--- config.mk ---
export PLATFORM = sky130hd
export DESIGN_NAME = stream_find_replace_top_flat
export DESIGN_NICKNAME = d
export VERILOG_FILES = /design/src/rtl/core/sfr_pkg.sv /design/src/rtl/core/sfr_stream_if.sv /design/src/rtl/core/sfr_front.sv /design/src/rtl/core/sfr_queue.sv /design/src/rtl/core/sfr_back.sv /design/src/rtl/core/stream_find_replace_top.sv /design/src/flat_wrapper.sv
export SDC_FILE = /design/constraint.sdc
export NUM_CORES = 1
export LEC_CHECK = 0
export ABC_CLOCK_PERIOD_IN_PS = 20700
export BUFFER_PORTS_ARGS = -buffer_cell sky130_fd_sc_hd__buf_2
export CORE_UTILIZATION = 65
export DETAILED_ROUTE_END_ITERATION = 7
export PLACE_DENSITY = 0.84
export SYNTH_ARGS = -nofsm -noshare
export SYNTH_HDL_FRONTEND = slang
export SYNTH_HIERARCHICAL = 1
export SYNTH_SLANG_ARGS = --single-unit
--- constraint.sdc ---
create_clock -name clk -period 20.7 [get_ports clk]
set_input_delay 4.14 -clock clk [delete_from_list [all_inputs] [get_ports clk]]
set_output_delay 4.14 -clock clk [all_outputs]
set_load 0.03 [all_outputs]
--- src/rtl/core/sfr_pkg.sv ---
package sfr_pkg;

  // defaults for the top level parameters
  localparam int MAX_PATTERN_DEF     = 8;
  localparam int MAX_REPLACEMENT_DEF = 8;

  // fixed field and register widths
  localparam int BEAT_BYTES = 8;
  localparam int BYTES_W    = 8 * BEAT_BYTES;
  localparam int CNT_W      = 4;
  localparam int IDX_W      = 3;
  localparam int LEN_W      = 4;
  localparam int TOTAL_W    = 32;
  localparam int CFG_DATA_W = 64;
  localparam int CFG_IDX_W  = 2;

  // command queue between front and back
  localparam int QDEPTH = 2;
  localparam int QPTR_W = 1;
  localparam int QCNT_W = 2;

  // configuration register indexes
  typedef enum logic [CFG_IDX_W-1:0] {
    REG_PATTERN_BYTES      = 2'd0,
    REG_PATTERN_LENGTH     = 2'd1,
    REG_REPLACEMENT_BYTES  = 2'd2,
    REG_REPLACEMENT_LENGTH = 2'd3
  } cfg_reg_t;

  // input beat
  typedef struct packed {
    logic [7:0] in_byte;
    logic       in_last;
  } in_beat_t;

  // result beat
  typedef struct packed {
    logic [7:0]         out_byte;
    logic               byte_valid;
    logic               out_last;
    logic [TOTAL_W-1:0] match_count;
  } out_beat_t;

  // command from front to back: up to eight bytes to emit
  typedef struct packed {
    logic [BEAT_BYTES-1:0][7:0] bytes;
    logic [CNT_W-1:0]           cnt;
    logic                       last;
    logic [TOTAL_W-1:0]         total;
  } sfr_cmd_t;

endpackage

--- src/rtl/core/sfr_stream_if.sv ---
// input channel
interface sfr_in_if;
  logic               valid;
  logic               ready;
  sfr_pkg::in_beat_t  data;

  modport source (output valid, output data, input ready);
  modport sink   (input valid, input data, output ready);
endinterface

// result channel
interface sfr_out_if;
  logic               valid;
  logic               ready;
  sfr_pkg::out_beat_t data;

  modport source (output valid, output data, input ready);
  modport sink   (input valid, input data, output ready);
endinterface

--- src/rtl/core/sfr_front.sv ---
module sfr_front #(
  parameter int MAX_PATTERN     = sfr_pkg::MAX_PATTERN_DEF,
  parameter int MAX_REPLACEMENT = sfr_pkg::MAX_REPLACEMENT_DEF
) (
  input  logic                            clk,
  input  logic                            rst_n,
  input  logic                            cfg_we,
  input  logic [sfr_pkg::CFG_IDX_W-1:0]   cfg_index,
  input  logic [sfr_pkg::CFG_DATA_W-1:0]  cfg_data,
  sfr_in_if.sink                          in_chan,
  input  logic                            q_ready,
  output logic                            q_push,
  output sfr_pkg::sfr_cmd_t               q_cmd
);

  localparam int FILL_W = $clog2(MAX_PATTERN + 1);

  // configuration registers
  logic [MAX_PATTERN-1:0][7:0]      pat_bytes_r;
  logic [sfr_pkg::LEN_W-1:0]        pat_len_r;
  logic [MAX_REPLACEMENT-1:0][7:0]  rep_bytes_r;
  logic [sfr_pkg::LEN_W-1:0]        rep_len_r;

  // window and stream state
  logic [MAX_PATTERN-1:0][7:0]      win_r, win_nxt;
  logic [FILL_W-1:0]                fill_r, fill_nxt;
  logic [sfr_pkg::TOTAL_W-1:0]      total_r, total_nxt, total_inc;

  logic [FILL_W-1:0]                len_l;
  logic [sfr_pkg::CNT_W-1:0]        rep_l;
  logic [FILL_W-1:0]                eff_fill, nfill;
  logic [MAX_PATTERN-1:0][7:0]      cand;
  logic                             full_w, pat_eq, hit, accept;
  sfr_pkg::sfr_cmd_t                cmd;

  assign accept        = in_chan.valid && in_chan.ready;
  assign in_chan.ready = q_ready;

  // effective lengths, clamped to the maxima
  assign len_l = (pat_len_r > sfr_pkg::LEN_W'(MAX_PATTERN)) ?
                 FILL_W'(MAX_PATTERN) : FILL_W'(pat_len_r);
  assign rep_l = (rep_len_r > sfr_pkg::LEN_W'(MAX_REPLACEMENT)) ?
                 sfr_pkg::CNT_W'(MAX_REPLACEMENT) : sfr_pkg::CNT_W'(rep_len_r);

  // window with the new byte placed at the fill position
  always_comb begin
    eff_fill = (fill_r >= len_l) ? '0 : fill_r;
    nfill    = eff_fill + FILL_W'(1);
    for (int k = 0; k < MAX_PATTERN; k++) begin
      cand[k] = (FILL_W'(k) == eff_fill) ? in_chan.data.in_byte : win_r[k];
    end
  end

  // pattern compare over the first len_l bytes
  always_comb begin
    pat_eq = 1'b1;
    for (int k = 0; k < MAX_PATTERN; k++) begin
      if (FILL_W'(k) < len_l && cand[k] != pat_bytes_r[k]) begin
        pat_eq = 1'b0;
      end
    end
  end

  assign full_w    = (len_l != '0) && (nfill == len_l);
  assign hit       = full_w && pat_eq;
  assign total_inc = (hit && total_r != '1) ? total_r + sfr_pkg::TOTAL_W'(1) : total_r;

  // classify the byte into a command and next window state
  always_comb begin
    cmd       = '0;
    cmd.bytes = sfr_pkg::BYTES_W'(cand);
    win_nxt   = cand;
    fill_nxt  = nfill;
    total_nxt = total_inc;
    if (len_l == '0) begin
      cmd.cnt  = sfr_pkg::CNT_W'(1);
      fill_nxt = '0;
    end else if (hit) begin
      cmd.bytes = sfr_pkg::BYTES_W'(rep_bytes_r);
      cmd.cnt   = rep_l;
      fill_nxt  = '0;
    end else if (full_w) begin
      // miss: the oldest byte leaves, the rest too at end of stream
      cmd.cnt  = in_chan.data.in_last ? sfr_pkg::CNT_W'(len_l) : sfr_pkg::CNT_W'(1);
      win_nxt  = cand >> 8;
      fill_nxt = len_l - FILL_W'(1);
    end else begin
      cmd.cnt = in_chan.data.in_last ? sfr_pkg::CNT_W'(nfill) : '0;
    end
    if (in_chan.data.in_last) begin
      cmd.last  = 1'b1;
      cmd.total = total_inc;
      fill_nxt  = '0;
      total_nxt = '0;
    end
  end

  assign q_cmd  = cmd;
  assign q_push = accept && (cmd.cnt != '0 || cmd.last);

  // configuration writes and stream control state
  always_ff @(posedge clk) begin
    if (!rst_n) begin
      pat_bytes_r <= '0;
      pat_len_r   <= sfr_pkg::LEN_W'(1);
      rep_bytes_r <= '0;
      rep_len_r   <= '0;
      fill_r      <= '0;
      total_r     <= '0;
    end else if (cfg_we) begin
      case (sfr_pkg::cfg_reg_t'(cfg_index))
        sfr_pkg::REG_PATTERN_BYTES:      pat_bytes_r <= cfg_data[8*MAX_PATTERN-1:0];
        sfr_pkg::REG_PATTERN_LENGTH:     pat_len_r   <= cfg_data[sfr_pkg::LEN_W-1:0];
        sfr_pkg::REG_REPLACEMENT_BYTES:  rep_bytes_r <= cfg_data[8*MAX_REPLACEMENT-1:0];
        sfr_pkg::REG_REPLACEMENT_LENGTH: rep_len_r   <= cfg_data[sfr_pkg::LEN_W-1:0];
        default: ;
      endcase
      fill_r  <= '0;
      total_r <= '0;
    end else if (accept) begin
      fill_r  <= fill_nxt;
      total_r <= total_nxt;
    end
  end

  // window bytes
  always_ff @(posedge clk) begin
    if (accept) begin
      win_r <= win_nxt;
    end
  end

  // the window never holds a full pattern between beats
  a_fill_below_len: assert property (@(posedge clk) disable iff (!rst_n)
    fill_r == '0 || fill_r < len_l)
    else $error("window fill reached pattern length");

endmodule

--- src/rtl/core/sfr_queue.sv ---
module sfr_queue (
  input  logic              clk,
  input  logic              rst_n,
  input  logic              push,
  input  sfr_pkg::sfr_cmd_t push_cmd,
  output logic              ready,
  input  logic              pop,
  output logic              valid,
  output sfr_pkg::sfr_cmd_t pop_cmd
);

  sfr_pkg::sfr_cmd_t             mem_r [sfr_pkg::QDEPTH];
  logic [sfr_pkg::QPTR_W-1:0]    wr_ptr_r, rd_ptr_r;
  logic [sfr_pkg::QCNT_W-1:0]    cnt_r;

  assign ready   = cnt_r != sfr_pkg::QCNT_W'(sfr_pkg::QDEPTH);
  assign valid   = cnt_r != '0;
  assign pop_cmd = mem_r[rd_ptr_r];

  // pointers and occupancy
  always_ff @(posedge clk) begin
    if (!rst_n) begin
      wr_ptr_r <= '0;
      rd_ptr_r <= '0;
      cnt_r    <= '0;
    end else begin
      if (push) begin
        wr_ptr_r <= wr_ptr_r + sfr_pkg::QPTR_W'(1);
      end
      if (pop) begin
        rd_ptr_r <= rd_ptr_r + sfr_pkg::QPTR_W'(1);
      end
      if (push && !pop) begin
        cnt_r <= cnt_r + sfr_pkg::QCNT_W'(1);
      end else if (pop && !push) begin
        cnt_r <= cnt_r - sfr_pkg::QCNT_W'(1);
      end
    end
  end

  // entry storage
  always_ff @(posedge clk) begin
    if (push) begin
      mem_r[wr_ptr_r] <= push_cmd;
    end
  end

  a_no_overflow: assert property (@(posedge clk) disable iff (!rst_n)
    cnt_r <= sfr_pkg::QCNT_W'(sfr_pkg::QDEPTH))
    else $error("command queue overflow");

  a_no_underflow: assert property (@(posedge clk) disable iff (!rst_n)
    pop |-> cnt_r != '0)
    else $error("command queue popped while empty");

endmodule

--- src/rtl/core/sfr_back.sv ---
module sfr_back (
  input  logic              clk,
  input  logic              rst_n,
  input  logic              q_valid,
  input  sfr_pkg::sfr_cmd_t q_cmd,
  output logic              q_pop,
  sfr_out_if.source         out_chan
);

  sfr_pkg::sfr_cmd_t          cur_r;
  logic                       cur_valid_r;
  logic [sfr_pkg::IDX_W-1:0]  idx_r;
  logic                       last_beat, fire, fin, bv;

  assign last_beat = (cur_r.cnt == '0) ||
                     (sfr_pkg::CNT_W'(idx_r) + sfr_pkg::CNT_W'(1) == cur_r.cnt);
  assign fire      = out_chan.valid && out_chan.ready;
  assign fin       = fire && last_beat;
  assign q_pop     = q_valid && (!cur_valid_r || fin);

  // result beat from the current command
  assign bv                        = cur_r.cnt != '0;
  assign out_chan.valid            = cur_valid_r;
  assign out_chan.data.byte_valid  = bv;
  assign out_chan.data.out_byte    = bv ? cur_r.bytes[idx_r] : 8'h00;
  assign out_chan.data.out_last    = cur_r.last && last_beat;
  assign out_chan.data.match_count = (cur_r.last && last_beat) ? cur_r.total : '0;

  // command register and beat index
  always_ff @(posedge clk) begin
    if (!rst_n) begin
      cur_valid_r <= 1'b0;
      idx_r       <= '0;
    end else if (q_pop) begin
      cur_valid_r <= 1'b1;
      idx_r       <= '0;
    end else if (fin) begin
      cur_valid_r <= 1'b0;
    end else if (fire) begin
      idx_r <= idx_r + sfr_pkg::IDX_W'(1);
    end
  end

  always_ff @(posedge clk) begin
    if (q_pop) begin
      cur_r <= q_cmd;
    end
  end

  a_idx_in_range: assert property (@(posedge clk) disable iff (!rst_n)
    cur_valid_r |-> (cur_r.cnt == '0 || sfr_pkg::CNT_W'(idx_r) < cur_r.cnt))
    else $error("beat index past command length");

  a_empty_is_last: assert property (@(posedge clk) disable iff (!rst_n)
    (out_chan.valid && !out_chan.data.byte_valid) |-> out_chan.data.out_last)
    else $error("empty beat that is not the final one");

endmodule

--- src/rtl/core/stream_find_replace_top.sv ---
// Streaming find-and-replace over bytes. The front takes one input beat per cycle
// while the two-entry command queue has room; it compares the window of held bytes
// (up to MAX_PATTERN) with the pattern and queues a command of up to eight bytes
// to emit. The back sends one result beat per cycle while the receiver is ready,
// so the output beat port is the limit: a passed byte gives one result beat, a
// match gives replacement_length beats, and the final byte can flush up to
// pattern_length beats. A command is written into the queue and then loaded into
// the back's command register, which drives the result beats. Configuration
// writes clear the window and the match count.
module stream_find_replace_top #(
  parameter int MAX_PATTERN     = sfr_pkg::MAX_PATTERN_DEF,
  parameter int MAX_REPLACEMENT = sfr_pkg::MAX_REPLACEMENT_DEF
) (
  input  logic                            clk,
  input  logic                            rst_n,
  input  logic                            cfg_we,
  input  logic [sfr_pkg::CFG_IDX_W-1:0]   cfg_index,
  input  logic [sfr_pkg::CFG_DATA_W-1:0]  cfg_data,
  sfr_in_if.sink                          in_chan,
  sfr_out_if.source                       out_chan
);

  logic              q_ready, q_push, q_valid, q_pop;
  sfr_pkg::sfr_cmd_t push_cmd, pop_cmd;

  // classify and queue
  sfr_front #(
    .MAX_PATTERN     (MAX_PATTERN),
    .MAX_REPLACEMENT (MAX_REPLACEMENT)
  ) u_front (
    .clk       (clk),
    .rst_n     (rst_n),
    .cfg_we    (cfg_we),
    .cfg_index (cfg_index),
    .cfg_data  (cfg_data),
    .in_chan   (in_chan),
    .q_ready   (q_ready),
    .q_push    (q_push),
    .q_cmd     (push_cmd)
  );

  sfr_queue u_queue (
    .clk      (clk),
    .rst_n    (rst_n),
    .push     (q_push),
    .push_cmd (push_cmd),
    .ready    (q_ready),
    .pop      (q_pop),
    .valid    (q_valid),
    .pop_cmd  (pop_cmd)
  );

  // emit result beats
  sfr_back u_back (
    .clk      (clk),
    .rst_n    (rst_n),
    .q_valid  (q_valid),
    .q_cmd    (pop_cmd),
    .q_pop    (q_pop),
    .out_chan (out_chan)
  );

endmodule

--- src/flat_wrapper.sv ---
// flat-port wrapper written by rule: the top's interface ports become plain ports
module stream_find_replace_top_flat 
#(
  parameter int MAX_PATTERN     = sfr_pkg::MAX_PATTERN_DEF,
  parameter int MAX_REPLACEMENT = sfr_pkg::MAX_REPLACEMENT_DEF
)
  (clk, rst_n, cfg_we, cfg_index, cfg_data, in_chan_valid, in_chan_data, in_chan_ready, out_chan_valid, out_chan_data, out_chan_ready);
  sfr_in_if in_chan_i ();
  sfr_out_if out_chan_i ();
  input  logic clk;
  input  logic rst_n;
  input  logic cfg_we;
  input  logic [sfr_pkg::CFG_IDX_W-1:0] cfg_index;
  input  logic [sfr_pkg::CFG_DATA_W-1:0] cfg_data;
  input wire logic [$bits(in_chan_i.valid)-1:0] in_chan_valid;
  input wire logic [$bits(in_chan_i.data)-1:0] in_chan_data;
  output wire logic [$bits(in_chan_i.ready)-1:0] in_chan_ready;
  output wire logic [$bits(out_chan_i.valid)-1:0] out_chan_valid;
  output wire logic [$bits(out_chan_i.data)-1:0] out_chan_data;
  input wire logic [$bits(out_chan_i.ready)-1:0] out_chan_ready;
  assign in_chan_i.valid = in_chan_valid;
  assign in_chan_i.data = in_chan_data;
  assign in_chan_ready = in_chan_i.ready;
  assign out_chan_valid = out_chan_i.valid;
  assign out_chan_data = out_chan_i.data;
  assign out_chan_i.ready = out_chan_ready;
  stream_find_replace_top #(.MAX_PATTERN(MAX_PATTERN), .MAX_REPLACEMENT(MAX_REPLACEMENT)) u_core (.clk(clk), .rst_n(rst_n), .cfg_we(cfg_we), .cfg_index(cfg_index), .cfg_data(cfg_data), .in_chan(in_chan_i), .out_chan(out_chan_i));
endmodule
==> results of run 1 <==
## sequential cells by signal (all words and copies together), names as in the netlist, 2 cells and up, named ones only
register                    flops
u_core/u_back/cur_r           101
u_core/u_back/idx_r             3
u_core/u_front/fill_r           4
u_core/u_front/pat_bytes_r     64
u_core/u_front/pat_len_r        4
u_core/u_front/rep_bytes_r     64
u_core/u_front/rep_len_r        4
u_core/u_front/total_r         32
u_core/u_front/win_r           64
u_core/u_queue/cnt_r            2
u_core/u_queue/mem_r          202
## synth_stat cells (all sizes together), types with 4 or more instances
master	number	area, µm²
nor2	152	576
and2	33	206
and3	49	308
nand2b	20	125
a222oi	4	40.0
mux2i	37	370
a211oi	4	30.0
edfxtp	367	11000
dfxtp	181	3620
nor4	18	143
xor2	43	377
nand3b	7	52.6
a31oi	22	138
nand3	41	205
nand2	390	1470
mux4	16	360
buf	58	380
a2111oi	7	67.6
nand4	19	131
a21boi	129	968
o31ai	11	87.6
xnor2	78	683
a31o	4	35.0
o21ai	81	413
o221ai	5	43.8
inv	43	161
clkbuf	94	354
or2	6	37.5
or3	14	87.6
o22ai	58	363
a21oi	128	641
nor3	18	95.1
o211ai	7	62.6
ha	11	138
nor3b	7	63.8
nor2b	25	156
mux2	107	1540
o21a	4	31.3
## stage by stage
| stage | worst slack (ns) | util, % | cells | hold slack [ns] | total power, W |
|---|---|---|---|---|---|
| after floorplan | 8.92 | - | 2339 | 0.444 | 0.00219 |
| after global placement | 11.39 | 68.5 | 2850 | 0.452 | 0.00237 |
| after detailed placement | 11.36 | 68.5 | 2850 | 0.459 | 0.00241 |
| after CTS | 11.95 | 73.1 | 2952 | 0.467 | 0.00342 |
| after global routing | 11.50 | 73.1 | 2952 | 0.489 | 0.00353 |
| final | 11.84 | 73.1 | 2953 | 0.467 | 0.00343 |
## critical path, delay by kind of cell
kind,cells,cell delay (ns)
buf+inv,3,1.22
compound gates,5,2.07
mux,1,0.18
simple gates,5,1.38
## power groups by stage
stage          combinational [W]  clock [W]  sequential [W]
2_1_floorplan           0.000601          0         0.00159
4_1_cts                 0.000781    0.00101         0.00163
3_5_place_dp            0.000767          0         0.00164
3_3_place_gp            0.000744          0         0.00163
6_report                0.000791    0.00100         0.00164
5_1_grt                 0.000834    0.00105         0.00165
## logic make-up after synthesis
family | synth area share, %
xor gates and xnor gates | 4.08
muxes | 8.75
adders and majority gates | 0.530
DFF | 56.4
AOI/OAI and AO/OA | 12.5
buffers and inverters | 3.46
and+or+nand+nor | 14.3
## layout by cell type, fill, tap and decap left out, types with 14 or more instances in the layout
cell	Yosys	routed
a21boi_0	128	128
a21oi_1	128	127
a31oi_1	22	22
and2_1	33	32
and3_1	48	48
buf_2	19	122
buf_4	11	23
clkbuf_16	0	54
dfxtp_1	181	180
edfxtp_1	367	367
inv_1	39	38
mux2_4	90	90
mux2i_1	37	37
mux4_2	16	16
nand2_1	389	389
nand2b_1	20	20
nand3_1	41	41
nand4_1	17	17
nor2_1	150	149
nor2b_1	25	24
nor3_1	17	17
nor4_1	16	16
o21ai_0	73	73
o22ai_1	58	58
or3_1	14	14
xnor2_1	78	78
xor2_1	43	43
## area by class of cell
class / count / area [µm²]
diodes: 1 / 2.50
flip-flops and latches: 548 / 14600
clock buffers: 69 / 1460
multi-input cells: 1595 / 10500
clock inverters: 33 / 343
inverters: 44 / 165
well taps: 518 / 648
repair buffers: 145 / 783
fillers: 2601 / 10500
## layer usage
layer	track usage (%)	vias to the layer above	share of wire [%]
met2	58.6	1168	46
met4	13.7	2	3.9
met1	49.3	9141	39
met3	7.77	216	11
met5	0	-	0.015
li1	-	8508	-
## worst paths after layout
kind	to	depth (start not counted)
min	u_core/u_front/rep_bytes_r[47]	2
max	u_core/u_queue/mem_r[1][11]	14
min reg2reg	u_core/u_front/rep_bytes_r[47]	2
max reg2reg	u_core/u_queue/mem_r[1][11]	16
==> metrics.txt, run 1 <==
Seq cells post-synth 548; Initial Utilization 66.6%; syn_nets 2430; largest incremental delay on the critical path 0.75 ns; clock share of power 29.2%; synth warn 6; Iter 0 DRT Violations 2456; # clock sinks 548; CP endpoint kind flop; drt via density 6.45; FMAX 0.113 GHz; post_cts resized 0; DPL Wire Length 49.2 mm; antenna violations before repair 2; CP Max Fanout 63; P per Cell Area 120 nW/µm²; r2r setup slk 13.49 ns; DRC errors left 0; via count 19000; Clock H-tree levels 2; Tcrit/Tclk final 42.8%; die area 40800 µm²; Peak VDD IR 0.0805 mV; Routability Congestion 0.969; clock-pin slew on the worst setup and hold paths 0.06 ns; sw power 0.00106 W; Setup CP Type input pin to flop; min Tclk post-route 8.86 ns; outcome complete, no violations; global-route wire length before repair 112 mm; Internal 0.00237 W; EDFF count, synth 367; RR Startpoint u_core/u_front/pat_len_r[2]; hold_sp u_core/u_front/rep_bytes_r[47]; Die X 202 µm; combinational group share of total power 23.1%; Syn Inst Count 2339; CTS tree built; antenna viol nets, final 0; count of cell types in the netlist 88; Worst slew margin 17.1%; routed len/inst 25.1 µm; CP cell instances buf_2 > inv_1 > a2111oi_0 > nand4_1 > a32o_1 > a2111oi_2 > o2111ai_1 > o31ai_1 > and4_2 > mux2i_1 > nor3_1 > nor2_1 > and2_4 > buf_4; Cell Area, Synth 26000 µm²; number of cell rows 72; clock root buffer clkbuf_16; Worst Path Arrival 9.09 ns; Clock Skew 0.0312 ns; max-slew violations 0; Post-CTS Setup Inserts 0; cell leakage power 10.3 nW; post-synthesis sequential area ratio 56.4%; CP required 20.93 ns; maxcap violations 0; Avg Inst Size Synth 11.1 µm²; RSZ-0062 raised after global routing no; final WL 74.2 mm; Final Hold Vio Count 0; startpoint types input pin; crit path from in_chan_data[8]; critical path's slowest cell buf_4; area grow syn2layout 9.78%; count of final setup violators 0; first drt pass iteration count 8; Hold-fix buffers, CTS 0; Die Span Y 202 µm; worst-margin pin slew 1.24 ns; dpl cell area 26700 µm²; I/O pins 124; largest net degree at the start of global routing 97; Final Cell Area 28500 µm²; CTS Buffer Depth 3; # port buffers 123; core area 39000 µm²; clk_lat worst skew 0.63 ns; post-route setup TNS 0 ns; Tightest Hold Check Type flop to flop; asr flop ratio synth 0%; layout cells sized above 1 15.7%; sequential power share 47.8%; nets 2479; total track usage 36.6%; switch share 30.9%; Main synth FF type edfxtp_1; gr ovfl total 0; number of global-route vias before repair 18500; CTS Buf Count 54
(Power assumes the default switching activity.)
==> run 2: changes to the inputs <==
ABC_CLOCK_PERIOD_IN_PS = 7200   (was 20700)
CORE_UTILIZATION = 56   (was 65)
PLACE_DENSITY = 0.77   (was 0.84)
clock period = 7.2 ns   (was 20.7 ns; I/O delays follow)
==> run 2 against run 1 <==
Effect of this change: setup slack lost 11 ns; clock skew decreased by 0.0076 ns; core utilization is 9.9 points lower; sequential cell count is the same; die area is 16% higher; final area increased by 0.94%; sequential power rose to 2.9 times the previous value; critical endpoint is now u_core/u_queue/mem_r[1][94]; critical path type is now flop to flop; clock power grew to 3.0 times the previous value; routed wire length down 2.0%; non-clock buffer count is 7 higher; total power rose to 2.9 times the previous value; via count down 0.41%.
==> metrics.txt, run 2 (synthesized netlist as in run 1, its figures left out) <==
CTS Buffer Depth 3 (unchanged); Largest Register u_core/u_queue/mem_r (unchanged); outcome complete, no violations (unchanged); commonest non-fill, non-tap cells in the layout nand2_1 (389), edfxtp_1 (367), dfxtp_1 (180) (unchanged); critical path's top delay family compound AO/OA/AOI/OAI gates (unchanged); clk_lat worst skew 0.64 ns (was 0.63 ns); layout cells sized above 1 15.9% (was 15.7%); antenna violations before repair 3 (was 2); area grow syn2layout 10.8% (was 9.78%); count of final setup violators 0 (unchanged); final WL 72.7 mm (was 74.2 mm); Clock H-tree levels 2 (unchanged); CTS tree built (unchanged); Final Hold Vio Count 0 (unchanged); # port buffers 123 (unchanged); nets 2486 (was 2479); sequential power share 47.6% (was 47.8%); die area 47200 µm² (was 40800 µm²); clock-pin slew on the worst setup and hold paths 0.06 ns (about the same); switch share 30.4% (was 30.9%); RSZ-0062 raised after global routing no (unchanged); clock root buffer clkbuf_16 (unchanged); commonest non-fill, non-tap cell in the layout nand2_1 (unchanged); post-route setup TNS 0 ns (unchanged); Setup CP Type flop to flop (was input pin to flop); via count 19000 (about the same); # clock sinks 548 (unchanged); routed len/inst 23.9 µm (was 25.1 µm); P per Cell Area 344 nW/µm² (was 120 nW/µm²); startpoint types flop (was input pin); Top Registers u_core/u_queue/mem_r x202, u_core/u_back/cur_r x101 (unchanged); Die X 217 µm (was 202 µm); I/O pins 124 (unchanged); core area 45600 µm² (was 39000 µm²); antenna viol nets, final 0 (unchanged); post_cts resized 0 (unchanged); worst path buffer plus inverter count 2 (was 3); Hold-fix buffers, CTS 0 (unchanged); global-route wire length before repair 109 mm (was 112 mm); Min Hold Slack 0.472 ns (was 0.467 ns); Iter 0 DRT Violations 2433 (was 2456); total track usage 30.7% (was 36.6%); CP endpoint kind flop (unchanged); Post-CTS Setup Inserts 0 (unchanged); cell leakage power 10.4 nW (was 10.3 nW); Peak VDD IR 0.441 mV (was 0.0805 mV); first drt pass iteration count 6 (was 8); CP cell instances nor2b_1 > inv_1 > ha_1 > a21oi_1 > o21a_2 > nand2_1 > mux2_1 > o41ai_1 > o2111ai_1 > o31ai_1 > and4_2 > mux2i_1 > nor3_1 > nor2_1 > and2_4 > buf_12 (was buf_2 > inv_1 > a2111oi_0 > nand4_1 > a32o_1 > a2111oi_2 > o2111ai_1 > o31ai_1 > and4_2 > mux2i_1 > nor3_1 > nor2_1 > and2_4 > buf_4); fill cell count 3502 (was 2601); largest net degree at the start of global routing 103 (was 97); drt via density 6.23 (was 6.45); multi-input logic area 10500 µm² (unchanged); FMAX 0.157 GHz; Worst slew margin 20.7% (was 17.1%); DPL Wire Length 49.9 mm (was 49.2 mm); max-slew violations 0 (unchanged); max reg flops 202 (unchanged); CTS Buf Count 54 (unchanged); register area 14600 µm² (unchanged); Routability Congestion 1.01 (was 0.969); number of global-route vias before repair 17900 (was 18500); Clock Skew 0.0236 ns (was 0.0312 ns); Tcrit/Tclk final 88.2%; maxcap violations 0 (unchanged); clock share of power 29.9% (was 29.2%); Tightest Hold Check Type flop to flop (unchanged); combinational group share of total power 22.4% (was 23.1%); DRC errors left 0 (unchanged); sw power 0.00301 W (was 0.00106 W); Die Span Y 217 µm (was 202 µm); largest incremental delay on the critical path 0.63 ns (was 0.75 ns); worst-margin pin slew 1.19 ns (was 1.24 ns); critical path's slowest cell o41ai_1 (was buf_4); min Tclk post-route 6.35 ns; gr ovfl total 0 (unchanged); Final Core Density 63.1% (was 73.1%); Internal 0.00690 W (was 0.00237 W); number of cell rows 78 (was 72); Initial Utilization 57.0% (was 66.6%); CP Max Fanout 38 (was 63); Worst Path Arrival 6.66 ns (was 9.09 ns); CP required 7.51 ns (was 20.93 ns)
[run 2: changes by cell type in the layout (fill, tap and decap cells not counted)]
cell,change
clkbuf_1,-1
buf_4,+4
inv_6,-1
clkinv_2,-5
clkbuf_4,+1
clkinvlp_4,+1
buf_12,+3
clkinv_4,+2
bufinv_16,+1
clkbuf_16,+2
[run 2: final cells by class]
cell class / instances / area share (%)
tap: 600 / 2.61
antenna: 1 / 0.00870
clock buffer: 71 / 5.25
inverter: 44 / 0.574
multi-input combinational: 1595 / 36.4
timing repair buffer: 152 / 3.03
sequential: 548 / 50.9
clock inverter: 31 / 1.27
[run 2: tightest hold or removal path: stages (launching register included)]
cell and delay [ns]:
dfxtp_1 0.31, nand2_1 0.05, a21boi_0 0.06
[run 2: power groups by stage]
stage	logic (W)	clock network, W	registers (W)
6_report	0.00222	0.00297	0.00472
5_1_grt	0.00236	0.00311	0.00476
4_1_cts	0.00220	0.00299	0.00471
3_5_place_dp	0.00219	0	0.00476
3_3_place_gp	0.00213	0	0.00472
2_1_floorplan	0.00173	0	0.00454
[run 2: final timing paths]
| check | slack [ns] | endpoint | cells after the start | from |
|---|---|---|---|---|
| setup reg to reg | 0.85 | u_core/u_queue/mem_r[1][94] | 16 | u_core/u_front/pat_len_r[2] |
| hold reg to reg | 0.47 | u_core/u_front/rep_bytes_r[57] | 2 | u_core/u_front/rep_bytes_r[57] |
| hold / removal | 0.47 | u_core/u_front/rep_bytes_r[57] | 2 | u_core/u_front/rep_bytes_r[57] |
| setup / recovery | 0.85 | u_core/u_queue/mem_r[1][94] | 16 | u_core/u_front/pat_len_r[2] |
[run 2: through the flow]
step / setup slack [ns] / area (µm²) / cells / power, W
final: 0.848 / 28800 / 3042 / 0.00990
after CTS: 0.973 / 28800 / 3041 / 0.00991
after global routing: 0.383 / 28800 / 3041 / 0.0102
after global placement: 1.12 / 26900 / 2939 / 0.00685
after detailed placement: 1.02 / 26900 / 2939 / 0.00695
after floorplan: 0.0696 / 26000 / 2339 / 0.00627
[run 2: metal layers]
layer | GRT usage, % | part of all wire, % | vias to the layer above
li1 | - | - | 8543
met1 | 42.9 | 42 | 9308
met2 | 47.1 | 45 | 954
met3 | 7.14 | 10 | 150
met4 | 10.1 | 3.0 | 2
met5 | 0 | 0.026 | -
